[config.mk]
export PLATFORM = sky130hd
export DESIGN_NAME = ttacc_mult
export DESIGN_NICKNAME = d
export VERILOG_FILES = /design/src/rtl/ttacc_pkg.sv /design/src/rtl/ttacc_mult.sv
export SDC_FILE = /design/constraint.sdc
export NUM_CORES = 2
export LEC_CHECK = 0
export ABC_CLOCK_PERIOD_IN_PS = 10800
export BUFFER_PORTS_ARGS = -buffer_cell sky130_fd_sc_hd__buf_2
export CAP_MARGIN = 20
export CELL_PAD_IN_SITES_DETAIL_PLACEMENT = 2
export CELL_PAD_IN_SITES_GLOBAL_PLACEMENT = 2
export CORE_MARGIN = 2
export CORE_UTILIZATION = 43
export DETAILED_ROUTE_END_ITERATION = 7
export PLACE_DENSITY = 0.86
export RECOVER_POWER = 25
export SYNTH_ARGS = -nofsm -noshare
export SYNTH_HDL_FRONTEND = slang
export SYNTH_SLANG_ARGS = --single-unit
[constraint.sdc]
create_clock -name clk -period 10.8 [get_ports clk]
set_input_delay 1.08 -clock clk [delete_from_list [all_inputs] [get_ports clk]]
set_output_delay 1.08 -clock clk [all_outputs]
set_load 0.01 [all_outputs]
[src/rtl/ttacc_pkg.sv]
// Shared types, codes and saturation helpers of the triangle tangent accumulator.
package ttacc_pkg;

    localparam int DEPTH_DEFAULT = 1024;
    localparam int INDEX_W       = 10;
    localparam int EXT_W         = 17;
    localparam int DATA_W        = 32;
    localparam int PROD_W        = 64;
    localparam int SUM_W         = 65;

    localparam logic [1:0] CMD_LOAD = 2'd0;
    localparam logic [1:0] CMD_TRI  = 2'd1;
    localparam logic [1:0] CMD_READ = 2'd2;
    localparam logic [1:0] CMD_NONE = 2'd3;

    localparam logic [1:0] STAT_LOADED = 2'd0;
    localparam logic [1:0] STAT_TRI_OK = 2'd1;
    localparam logic [1:0] STAT_DEGEN  = 2'd2;
    localparam logic [1:0] STAT_READ   = 2'd3;

    localparam logic signed [DATA_W-1:0] DATA_MAX = 32'sh7fff_ffff;
    localparam logic signed [DATA_W-1:0] DATA_MIN = 32'sh8000_0000;

    typedef struct packed {
        logic [1:0]                command;
        logic [INDEX_W-1:0]        index_a;
        logic [INDEX_W-1:0]        index_b;
        logic [INDEX_W-1:0]        index_c;
        logic signed [DATA_W-1:0]  pos_x;
        logic signed [DATA_W-1:0]  pos_y;
        logic signed [DATA_W-1:0]  pos_z;
        logic signed [DATA_W-1:0]  tex_u;
        logic signed [DATA_W-1:0]  tex_v;
    } req_t;

    typedef struct packed {
        logic [1:0]                status;
        logic [INDEX_W-1:0]        vertex_index;
        logic signed [DATA_W-1:0]  tangent_x;
        logic signed [DATA_W-1:0]  tangent_y;
        logic signed [DATA_W-1:0]  tangent_z;
    } rsp_t;

    typedef struct packed {
        logic signed [DATA_W-1:0] px;
        logic signed [DATA_W-1:0] py;
        logic signed [DATA_W-1:0] pz;
        logic signed [DATA_W-1:0] tu;
        logic signed [DATA_W-1:0] tv;
    } vtx_t;

    typedef struct packed {
        logic signed [DATA_W-1:0] tx;
        logic signed [DATA_W-1:0] ty;
        logic signed [DATA_W-1:0] tz;
    } tan_t;

    typedef enum logic [3:0] {
        CTL_CLEAR,
        CTL_IDLE,
        CTL_DISPATCH,
        CTL_POS_B,
        CTL_POS_C,
        CTL_POS_D,
        CTL_MUL,
        CTL_CHECK,
        CTL_DIV_START,
        CTL_DIV_WAIT,
        CTL_ACC_RD,
        CTL_ACC_WR,
        CTL_TAN_RD,
        CTL_DONE
    } ctl_state_t;

    typedef enum logic [1:0] {
        DIV_IDLE,
        DIV_LOAD,
        DIV_ITER,
        DIV_DONE
    } div_state_t;

    // Clamp a 33-bit sum or difference into 32 bits.
    function automatic logic signed [DATA_W-1:0] sat33(input logic signed [DATA_W:0] v);
        if (v[DATA_W] != v[DATA_W-1])
            return v[DATA_W] ? DATA_MIN : DATA_MAX;
        return v[DATA_W-1:0];
    endfunction

    function automatic logic signed [DATA_W-1:0] sat_sub(input logic signed [DATA_W-1:0] a,
                                                         input logic signed [DATA_W-1:0] b);
        logic signed [DATA_W:0] d;
        d = {a[DATA_W-1], a} - {b[DATA_W-1], b};
        return sat33(d);
    endfunction

    function automatic logic signed [DATA_W-1:0] sat_add(input logic signed [DATA_W-1:0] a,
                                                         input logic signed [DATA_W-1:0] b);
        logic signed [DATA_W:0] s;
        s = {a[DATA_W-1], a} + {b[DATA_W-1], b};
        return sat33(s);
    endfunction

endpackage

[src/rtl/ttacc_mult.sv]
// Shared signed 32x32 multiplier with a registered product.
module ttacc_mult
(
    input  logic                                clk,
    input  logic signed [ttacc_pkg::DATA_W-1:0] op_a,
    input  logic signed [ttacc_pkg::DATA_W-1:0] op_b,
    output logic signed [ttacc_pkg::PROD_W-1:0] prod
);
    import ttacc_pkg::*;

    logic signed [PROD_W-1:0] prod_reg;

    always_ff @(posedge clk)
    begin
        prod_reg <= PROD_W'(op_a) * PROD_W'(op_b);
    end

    assign prod = prod_reg;

endmodule

==> out/results.ini <==
[worst_setup_path]
crit_chain=buf_2 > nand2_1 > inv_1 > fa_1 > fa_1 > fa_1 > fa_1 > inv_1 > fa_1 > inv_1 > fa_1 > inv_1 > fa_1 > inv_1 > fa_1 > ha_1 > and3_1 > nand2_1 > or3_1 > o211ai_1 > a31oi_1 > o31ai_1 > xor2_1
slowest_stage=fa_1
cp-end-kind=register
crit_type=input pin to register
startpoint=op_b[2]
crit_top_cell=fa_1
required_ns=11.14
crit_buf_inv=6
path_max_fanout=21
cp_top_family=adder cells
max_stage_delay_ns=1.03
cp.arrival_ns=10.33
crit_path_start_kind=input pin

[synth]
yosysMostFrequentCell=fa_1
dominantRegCellSynth=dfxtp_1
synth_top_cells_by_area=fa_1, inv_1, and2_1, ha_1, nand2_1
synth.distinct_cells=63
syn-num-nets=5215
syn_avg_cell_area_um2=9.59
synth.top_cell.area_share_pct=58.2
yosysSeqAreaShare_pct=3.44
synth_edf_count=0
syn_inst=3884
synthTopCellsByCount=fa_1, inv_1, and2_1
ys_async_sr_fraction_pct=0
synth-seq-cells=64
synth_top_area_cell=fa_1
syn-cell-area_um2=37200
yosys_warnings=0

[clocking]
ctsLongestPathBuffers=2
cts.sinks=64
root_buffer=clkbuf_16
path_clk_slew_ns=0.11
htreeDepth=3
tritoncts=yes
cts_resized=0
hold_buffers=0
cts-buffers-inserted=9
cts_setup_buffers=0

[worst_hold_path]
hold_depth=2
hold_path.class=input pin to register
worstHoldStart=op_a[0]
hold_end=prod[0]

[timing]
min_period_ns=9.99
worst_pin_slew_ns=1.07
fmax_mhz=100
fin_tns_setup_ns=0
finalHoldViolations=0
setup_viol=0
fin_crit_sh_pct=92.5
rsz0062_at_grt=no
slew_viol_final=0
slew_headroom_pct=28.8

[route]
num_vias=29900
dr.pass1.iters=6
wl_per_cell_um=34.6
routed.top_layer=met5
post-route-drc-count=0
avgViaCountPerCell=5.95
routedLengthMet1_um=56500
wl_met2_um=85700
detail-route-antenna-nets=0
initialDrtViolationCount=2605
wl_met3_um=15700
drt_wl_total_um=174000

[status]
status=finished, final reports clean

[floorplanning]
io_pins=129
die_w_um=298
dieHeight_um=298
die-area_um2=89000
coreArea_um2=85500
start_util_pct=43.5
rows=107

[layout]
nNetsFinal=5193
post-route-util_pct=45.8
largest_reg_flops=64
syn_to_final_growth_pct=5.24
drive_above_1_share_pct=4.55

[global_route]
overflow=0
grt_usage_pct=40.2
grt_max_degree=33
grt_pass1_vias=37100
antenna_found_initial=9
grt_pass1_wl_um=257000

[placement]
place_congestion=0.860
dp_hpwl_um=129000
io_buffer_count=128

[flow_run]
maxCapViolCount=0

-- how the worst max path moves through the flow --
stage | end | depth (start not counted)
floorplan | prod[62] | 24
global placement | prod[62] | 23
detailed placement | prod[62] | 23
CTS | prod[62] | 23
global route | prod[62] | 23
finish | prod[62] | 23
-- logic make-up after synthesis --
family / Yosys count / share of synthesized area (%)
adders and majority gates: 1266 / 64.3
buffers and inverters: 1152 / 11.6
and+or+nand+nor: 1134 / 15.4
AOI/OAI and AO/OA: 193 / 3.46
xor gates and xnor gates: 75 / 1.76
DFF: 64 / 3.44
-- placed cells by master, fill, tap and decap left out, drive strengths merged, types with 2 or more instances in the layout --
master	instances
a21oi	68
and2	516
bufinv	3
nor2	42
a2111oi	2
o31a	2
a211oi	8
clkbuf	39
nor4	2
nor3	7
o211ai	3
xnor2	53
or3	5
dfxtp	64
and3	9
ha	184
xor2	22
diode	11
nand2b	9
a21o	25
nand2	511
nand3b	2
o21ai	31
nand4	7
and4	4
a21boi	3
o22a	2
a31oi	13
nor2b	3
fa	1082
o21a	4
o21bai	15
nand3	15
inv	955
buf	137
o31ai	7
-- layout make-up --
cell class                 count  area [um2]
timing repair buffer         167         896
multi-input combinational   2668       31600
antenna                       11        27.5
sequential                    64        1280
clock inverter                 7         125
fill                        9024       46400
inverter                     952        3570
clock buffer                   9         225
tap                         1144        1430
-- routing by layer --
layer | vias to the layer above | track usage, %
met3 | 952 | 11.4
met2 | 2062 | 68.1
met4 | 2 | 30.1
met5 | - | 0
li1 | 11000 | -
met1 | 15900 | 42.6
-- per-stage QoR --
stage	setup slack [ns]	cells	instance area, um2	hold slack, ns
after floorplan	2.46	3884	37200	1.21
after global placement	1.32	4995	38900	1.47
after detailed placement	0.822	4995	38900	1.48
after CTS	0.940	5011	39200	1.30
after global routing	0.443	5011	39200	1.33
final	0.809	5022	39200	1.32
Power is left out: the tool's default activity adds up to more than one toggle a clock period on the data nets, which glitch-free logic cannot reach.
