## src/rtl/ttacc_pkg.sv

```systemverilog
// Shared types, codes and saturation helpers of the triangle tangent accumulator.
package ttacc_pkg;

    localparam int DEPTH_DEFAULT = 1024;
    localparam int INDEX_W       = 10;
    localparam int EXT_W         = 17;
    localparam int DATA_W        = 32;
    localparam int PROD_W        = 64;
    localparam int SUM_W         = 65;

    localparam logic [1:0] CMD_LOAD = 2'd0;
    localparam logic [1:0] CMD_TRI  = 2'd1;
    localparam logic [1:0] CMD_READ = 2'd2;
    localparam logic [1:0] CMD_NONE = 2'd3;

    localparam logic [1:0] STAT_LOADED = 2'd0;
    localparam logic [1:0] STAT_TRI_OK = 2'd1;
    localparam logic [1:0] STAT_DEGEN  = 2'd2;
    localparam logic [1:0] STAT_READ   = 2'd3;

    localparam logic signed [DATA_W-1:0] DATA_MAX = 32'sh7fff_ffff;
    localparam logic signed [DATA_W-1:0] DATA_MIN = 32'sh8000_0000;

    typedef struct packed {
        logic [1:0]                command;
        logic [INDEX_W-1:0]        index_a;
        logic [INDEX_W-1:0]        index_b;
        logic [INDEX_W-1:0]        index_c;
        logic signed [DATA_W-1:0]  pos_x;
        logic signed [DATA_W-1:0]  pos_y;
        logic signed [DATA_W-1:0]  pos_z;
        logic signed [DATA_W-1:0]  tex_u;
        logic signed [DATA_W-1:0]  tex_v;
    } req_t;

    typedef struct packed {
        logic [1:0]                status;
        logic [INDEX_W-1:0]        vertex_index;
        logic signed [DATA_W-1:0]  tangent_x;
        logic signed [DATA_W-1:0]  tangent_y;
        logic signed [DATA_W-1:0]  tangent_z;
    } rsp_t;

    typedef struct packed {
        logic signed [DATA_W-1:0] px;
        logic signed [DATA_W-1:0] py;
        logic signed [DATA_W-1:0] pz;
        logic signed [DATA_W-1:0] tu;
        logic signed [DATA_W-1:0] tv;
    } vtx_t;

    typedef struct packed {
        logic signed [DATA_W-1:0] tx;
        logic signed [DATA_W-1:0] ty;
        logic signed [DATA_W-1:0] tz;
    } tan_t;

    typedef enum logic [3:0] {
        CTL_CLEAR,
        CTL_IDLE,
        CTL_DISPATCH,
        CTL_POS_B,
        CTL_POS_C,
        CTL_POS_D,
        CTL_MUL,
        CTL_CHECK,
        CTL_DIV_START,
        CTL_DIV_WAIT,
        CTL_ACC_RD,
        CTL_ACC_WR,
        CTL_TAN_RD,
        CTL_DONE
    } ctl_state_t;

    typedef enum logic [1:0] {
        DIV_IDLE,
        DIV_LOAD,
        DIV_ITER,
        DIV_DONE
    } div_state_t;

    // Clamp a 33-bit sum or difference into 32 bits.
    function automatic logic signed [DATA_W-1:0] sat33(input logic signed [DATA_W:0] v);
        if (v[DATA_W] != v[DATA_W-1])
            return v[DATA_W] ? DATA_MIN : DATA_MAX;
        return v[DATA_W-1:0];
    endfunction

    function automatic logic signed [DATA_W-1:0] sat_sub(input logic signed [DATA_W-1:0] a,
                                                         input logic signed [DATA_W-1:0] b);
        logic signed [DATA_W:0] d;
        d = {a[DATA_W-1], a} - {b[DATA_W-1], b};
        return sat33(d);
    endfunction

    function automatic logic signed [DATA_W-1:0] sat_add(input logic signed [DATA_W-1:0] a,
                                                         input logic signed [DATA_W-1:0] b);
        logic signed [DATA_W:0] s;
        s = {a[DATA_W-1], a} + {b[DATA_W-1], b};
        return sat33(s);
    endfunction

endpackage

```

## src/rtl/ttacc_div.sv

```systemverilog
// Iterative restoring divider: saturated num * 2^16 / den, one quotient bit per cycle.
module ttacc_div
(
    input  logic                                clk,
    input  logic                                rst_n,
    input  logic                                start,
    input  logic signed [ttacc_pkg::SUM_W-1:0]  num,
    input  logic signed [ttacc_pkg::SUM_W-1:0]  den,
    output logic                                done,
    output logic signed [ttacc_pkg::DATA_W-1:0] quot
);
    import ttacc_pkg::*;

    div_state_t state_reg, state_next;

    logic [PROD_W-1:0] un_reg, ud_reg, rem_reg;
    logic [DATA_W-1:0] lo_reg, q_reg;
    logic [4:0]        cnt_reg;
    logic              neg_reg, ovf_reg;

    logic [SUM_W-1:0]  num_abs, den_abs;
    logic [SUM_W-1:0]  shifted, diff;
    logic              ge;

    assign num_abs = num[SUM_W-1] ? SUM_W'(-num) : SUM_W'(num);
    assign den_abs = den[SUM_W-1] ? SUM_W'(-den) : SUM_W'(den);
    assign shifted = {rem_reg, lo_reg[DATA_W-1]};
    assign ge      = shifted >= {1'b0, ud_reg};
    assign diff    = shifted - {1'b0, ud_reg};

    always_comb
    begin
        state_next = state_reg;
        unique case (state_reg)
            DIV_IDLE: if (start) state_next = DIV_LOAD;
            DIV_LOAD: state_next = DIV_ITER;
            DIV_ITER: if (cnt_reg == 5'd31) state_next = DIV_DONE;
            DIV_DONE: state_next = DIV_IDLE;
            default:  state_next = DIV_IDLE;
        endcase
    end

    always_ff @(posedge clk or negedge rst_n)
    begin
        if (!rst_n)
            state_reg <= DIV_IDLE;
        else
            state_reg <= state_next;
    end

    always_ff @(posedge clk)
    begin
        unique case (state_reg)
            DIV_IDLE:
            begin
                un_reg  <= num_abs[PROD_W-1:0];
                ud_reg  <= den_abs[PROD_W-1:0];
                neg_reg <= num[SUM_W-1] ^ den[SUM_W-1];
            end
            DIV_LOAD:
            begin
                // quotient of 2^32 or more saturates
                ovf_reg <= (un_reg >> 16) >= ud_reg;
                rem_reg <= un_reg >> 16;
                lo_reg  <= {un_reg[15:0], 16'd0};
                cnt_reg <= '0;
            end
            DIV_ITER:
            begin
                rem_reg <= ge ? diff[PROD_W-1:0] : shifted[PROD_W-1:0];
                lo_reg  <= lo_reg << 1;
                q_reg   <= {q_reg[DATA_W-2:0], ge};
                cnt_reg <= cnt_reg + 5'd1;
            end
            default:
            begin
            end
        endcase
    end

    always_comb
    begin
        if (ovf_reg)
            quot = neg_reg ? DATA_MIN : DATA_MAX;
        else if (neg_reg)
            quot = q_reg[DATA_W-1] ? DATA_MIN : -$signed(q_reg);
        else
            quot = q_reg[DATA_W-1] ? DATA_MAX : $signed(q_reg);
    end

    assign done = (state_reg == DIV_DONE);

endmodule

```

## config.mk

```make
export PLATFORM = sky130hd
export DESIGN_NAME = ttacc_div
export DESIGN_NICKNAME = d
export VERILOG_FILES = /design/src/rtl/ttacc_pkg.sv /design/src/rtl/ttacc_div.sv
export SDC_FILE = /design/constraint.sdc
export NUM_CORES = 1
export LEC_CHECK = 0
export ABC_AREA = 1
export ABC_CLOCK_PERIOD_IN_PS = 10900
export BUFFER_PORTS_ARGS = -buffer_cell sky130_fd_sc_hd__buf_2
export CELL_PAD_IN_SITES_DETAIL_PLACEMENT = 0
export CELL_PAD_IN_SITES_GLOBAL_PLACEMENT = 2
export CORE_ASPECT_RATIO = 0.8
export CORE_MARGIN = 2
export CORE_UTILIZATION = 38
export CTS_CLUSTER_SIZE = 14
export DETAILED_ROUTE_END_ITERATION = 7
export PLACE_DENSITY_LB_ADDON = 0.2
export RECOVER_POWER = 50
export SYNTH_ARGS = -nofsm -noshare
export SYNTH_HDL_FRONTEND = slang
export SYNTH_SLANG_ARGS = --single-unit
```

## constraint.sdc

```tcl
create_clock -name clk -period 10.9 [get_ports clk]
set_input_delay 2.725 -clock clk [delete_from_list [all_inputs] [get_ports clk]]
set_output_delay 2.725 -clock clk [all_outputs]
set_load 0.005 [all_outputs]
```

==> summary.txt <==
Setup path
  • CP Max Fanout: 60
  • WP data arrival: 6.40 ns
  • Critical Path RT: 11.02 ns
  • Internal reg-to-reg setup slack: 4.62 ns
  • CP Class: register to register
  • Critical Path Source Type: register
  • Reg-to-reg startpoint: state_reg[0]
  • Worst setup EP type: register
  • Crit path from: state_reg[0]

Run status
  • Outcome: finished with violations
  • Failing checks: capacitance limit, slew limit

Synth
  • Yosys top cell by area: edfxtp_1
  • Mapped Nets: 3,098
  • Most common cell in the netlist: nand2_1
  • Synth Instances: 2,842
  • Post-synth top flop: edfxtp_1
  • Yosys top cell area share: 36.2%
  • Synth top area cells: edfxtp_1 36%, nand2_1 12%, inv_1 8.5%
  • Seq/Total Area, Yosys: 36.4%
  • #FFs+latches synth: around 250
  • Async S/R FF share, synth: less than 1%
  • Post-synth EDFFs: 247
  • Syn. warnings: 0
  • Cell Area, Synth: 20,500 sq um
  • Top post-synthesis cells by count: 673 x nand2_1, 463 x inv_1, 361 x nor2_1, 247 x edfxtp_1, 202 x nand3_1
  • Syn avg cell area: 7.21 sq um
  • Yosys cell types: 49

Finish
  • Final #Nets: between 3,000 and 4,000
  • P&R area growth vs syn: 11.8%
  • Share of post-route cells with drive strength above 1: 7.77%
  • Fillers: 5,747
  • N_diodes: 0

STA
  • Sum Neg Setup Slack: 0 ns
  • Final worst path period need: between 6 and 7 ns
  • RSZ-0062 raised after global routing: no
  • Final Skew: ~0.023 ns
  • Relative slew slack: -131%
  • Maximum clock frequency: between 150 and 200 MHz
  • Hold Vio Cnt, Final: 0
  • Final setup viols: 0
  • Final slew viol count: 363
  • Slew @ Worst Pin: 3.46 ns
  • Share of the clock period used by the worst path: 57.6%

Floorplan
  • CORE AREA: ~54,000 sq um
  • Die Y: 212 um
  • Initial core utilization: between 30% and 40%
  • Die width: 264 um
  • Core Rows: 76
  • Die Footprint: roughly 56,000 sq um
  • IO Count: 166

Clocking
  • PostCTS Resize Cnt: 0
  • CTS clk-pin slew, worst paths: 0.07 ns
  • TritonCTS clock tree: done
  • CTS sink count: 249
  • Clk root buf: clkbuf_16
  • Num CTS Buffers: 28
  • Clock buffer depth: 3
  • H-tree depth: 1
  • Hold_buf cts: 0
  • Post-CTS Repair Setup Buffers: 0
  • Clock latency on the worst-skew pair: approximately 0.58 ns

Placement
  • Routability cong.: 0.982
  • Port Buffers: 165
  • Post-DP HPWL: 60.2 mm

GRT
  • Global-route wire length before repair: between 100 and 150 mm
  • Initial antenna violation count: 3
  • Largest net degree at the start of global routing: 67
  • Vias in the first global route: between 15,000 and 20,000
  • Grt total ovfl: 0
  • Tot GR Track Use: about a quarter

Route
  • Drt first pass iters: 6
  • Final wirelength: 72.8 mm
  • Via count: 19,200
  • Iter 0 DRT Violations: roughly 1,700
  • DRC violations left: 0
  • WL per Instance: just under 20 um
  • Post-DR vias/cell: a little over 5
  • Post-route antenna net violation count: 0

Worst hold path
  • Worst hold path type: register to register
  • Hold_sp: q_reg[30]

Pwr
  • Leak: 10.3 nW
  • Final Power: a little under 7 mW
  • VDD IR-drop max: around 0.15 mV
  • Power Dens Cells: 302 nW/um^2

Job
  • Maxcap violations: 6
layout make-up:
cell class / count / area (sq um) / area share, %
multi-input cells: 2071 / 11000 / 48.2
clock buffers: 30 / 708 / 3.09
clock inverters: 21 / 205 / 0.895
flip-flops and latches: 249 / 7470 / 32.6
inverters: 466 / 1750 / 7.63
well taps: 702 / 878 / 3.83
repair buffers: 174 / 871 / 3.80
logic make-up after synthesis:
group	Yosys count	share of synthesized area (%)
and+or+nand+nor	1416	29.3
buffers and inverters	522	9.78
AOI/OAI and AO/OA	356	9.47
DFF	249	36.4
xor gates and xnor gates	176	7.52
adders and majority gates	123	7.54
critical path, stage by stage (launching register included):
cell	delay, ns
dfrtp_1	0.41
inv_1	0.14
ha_1	0.70
clkbuf_1	2.19
clkbuf_1	2.27
where the power goes:
group          total (mW)  internal (mW)  switching (mW)
combinational        4.02           1.25            2.77
clock               0.956          0.542           0.414
sequential           1.95           1.70           0.248
total                6.92           3.49            3.43
final timing paths:
path / end / cells past startpoint
max: ud_reg[51] / 4
min: q_reg[31] / 0
max reg2reg: ud_reg[51] / 4
min reg2reg: q_reg[31] / 0
max in group asynchronous: state_reg[0] / 1
min in group asynchronous: state_reg[1] / 1
layer usage:
layer / track usage [%] / vias to the layer above / part of all wire [%]
li1: - / 9596 / -
met1: 38.5 / 8962 / 50
met2: 37.8 / 538 / 41
met3: 5.59 / 84 / 6.9
met4: 6.29 / 6 / 2.5
met5: 0 / - / 0.059
through the flow:
stage,util (%),std cells,cell area (sq um),setup WS [ns],hold slack [ns]
after floorplan,-,2842,20500,6.36,0.426
after global placement,41.2,3662,22100,5.55,0.440
after detailed placement,41.2,3662,22100,5.50,0.445
after CTS,42.9,3713,23000,5.17,0.463
after global routing,42.8,3713,22900,3.90,0.499
final,42.8,3713,22900,4.62,0.465
cell usage in the layout (no fill, tap or decap), types with 111 or more instances in the layout:
cell type	n
edfxtp_1	247
inv_1	462
nand3_1	202
nand2_1	673
ha_1	122
o21ai_0	120
a21oi_1	167
xor2_1	111
nor2_1	361
buf_2	162
Note: power is estimated with default switching activity, not from simulation.
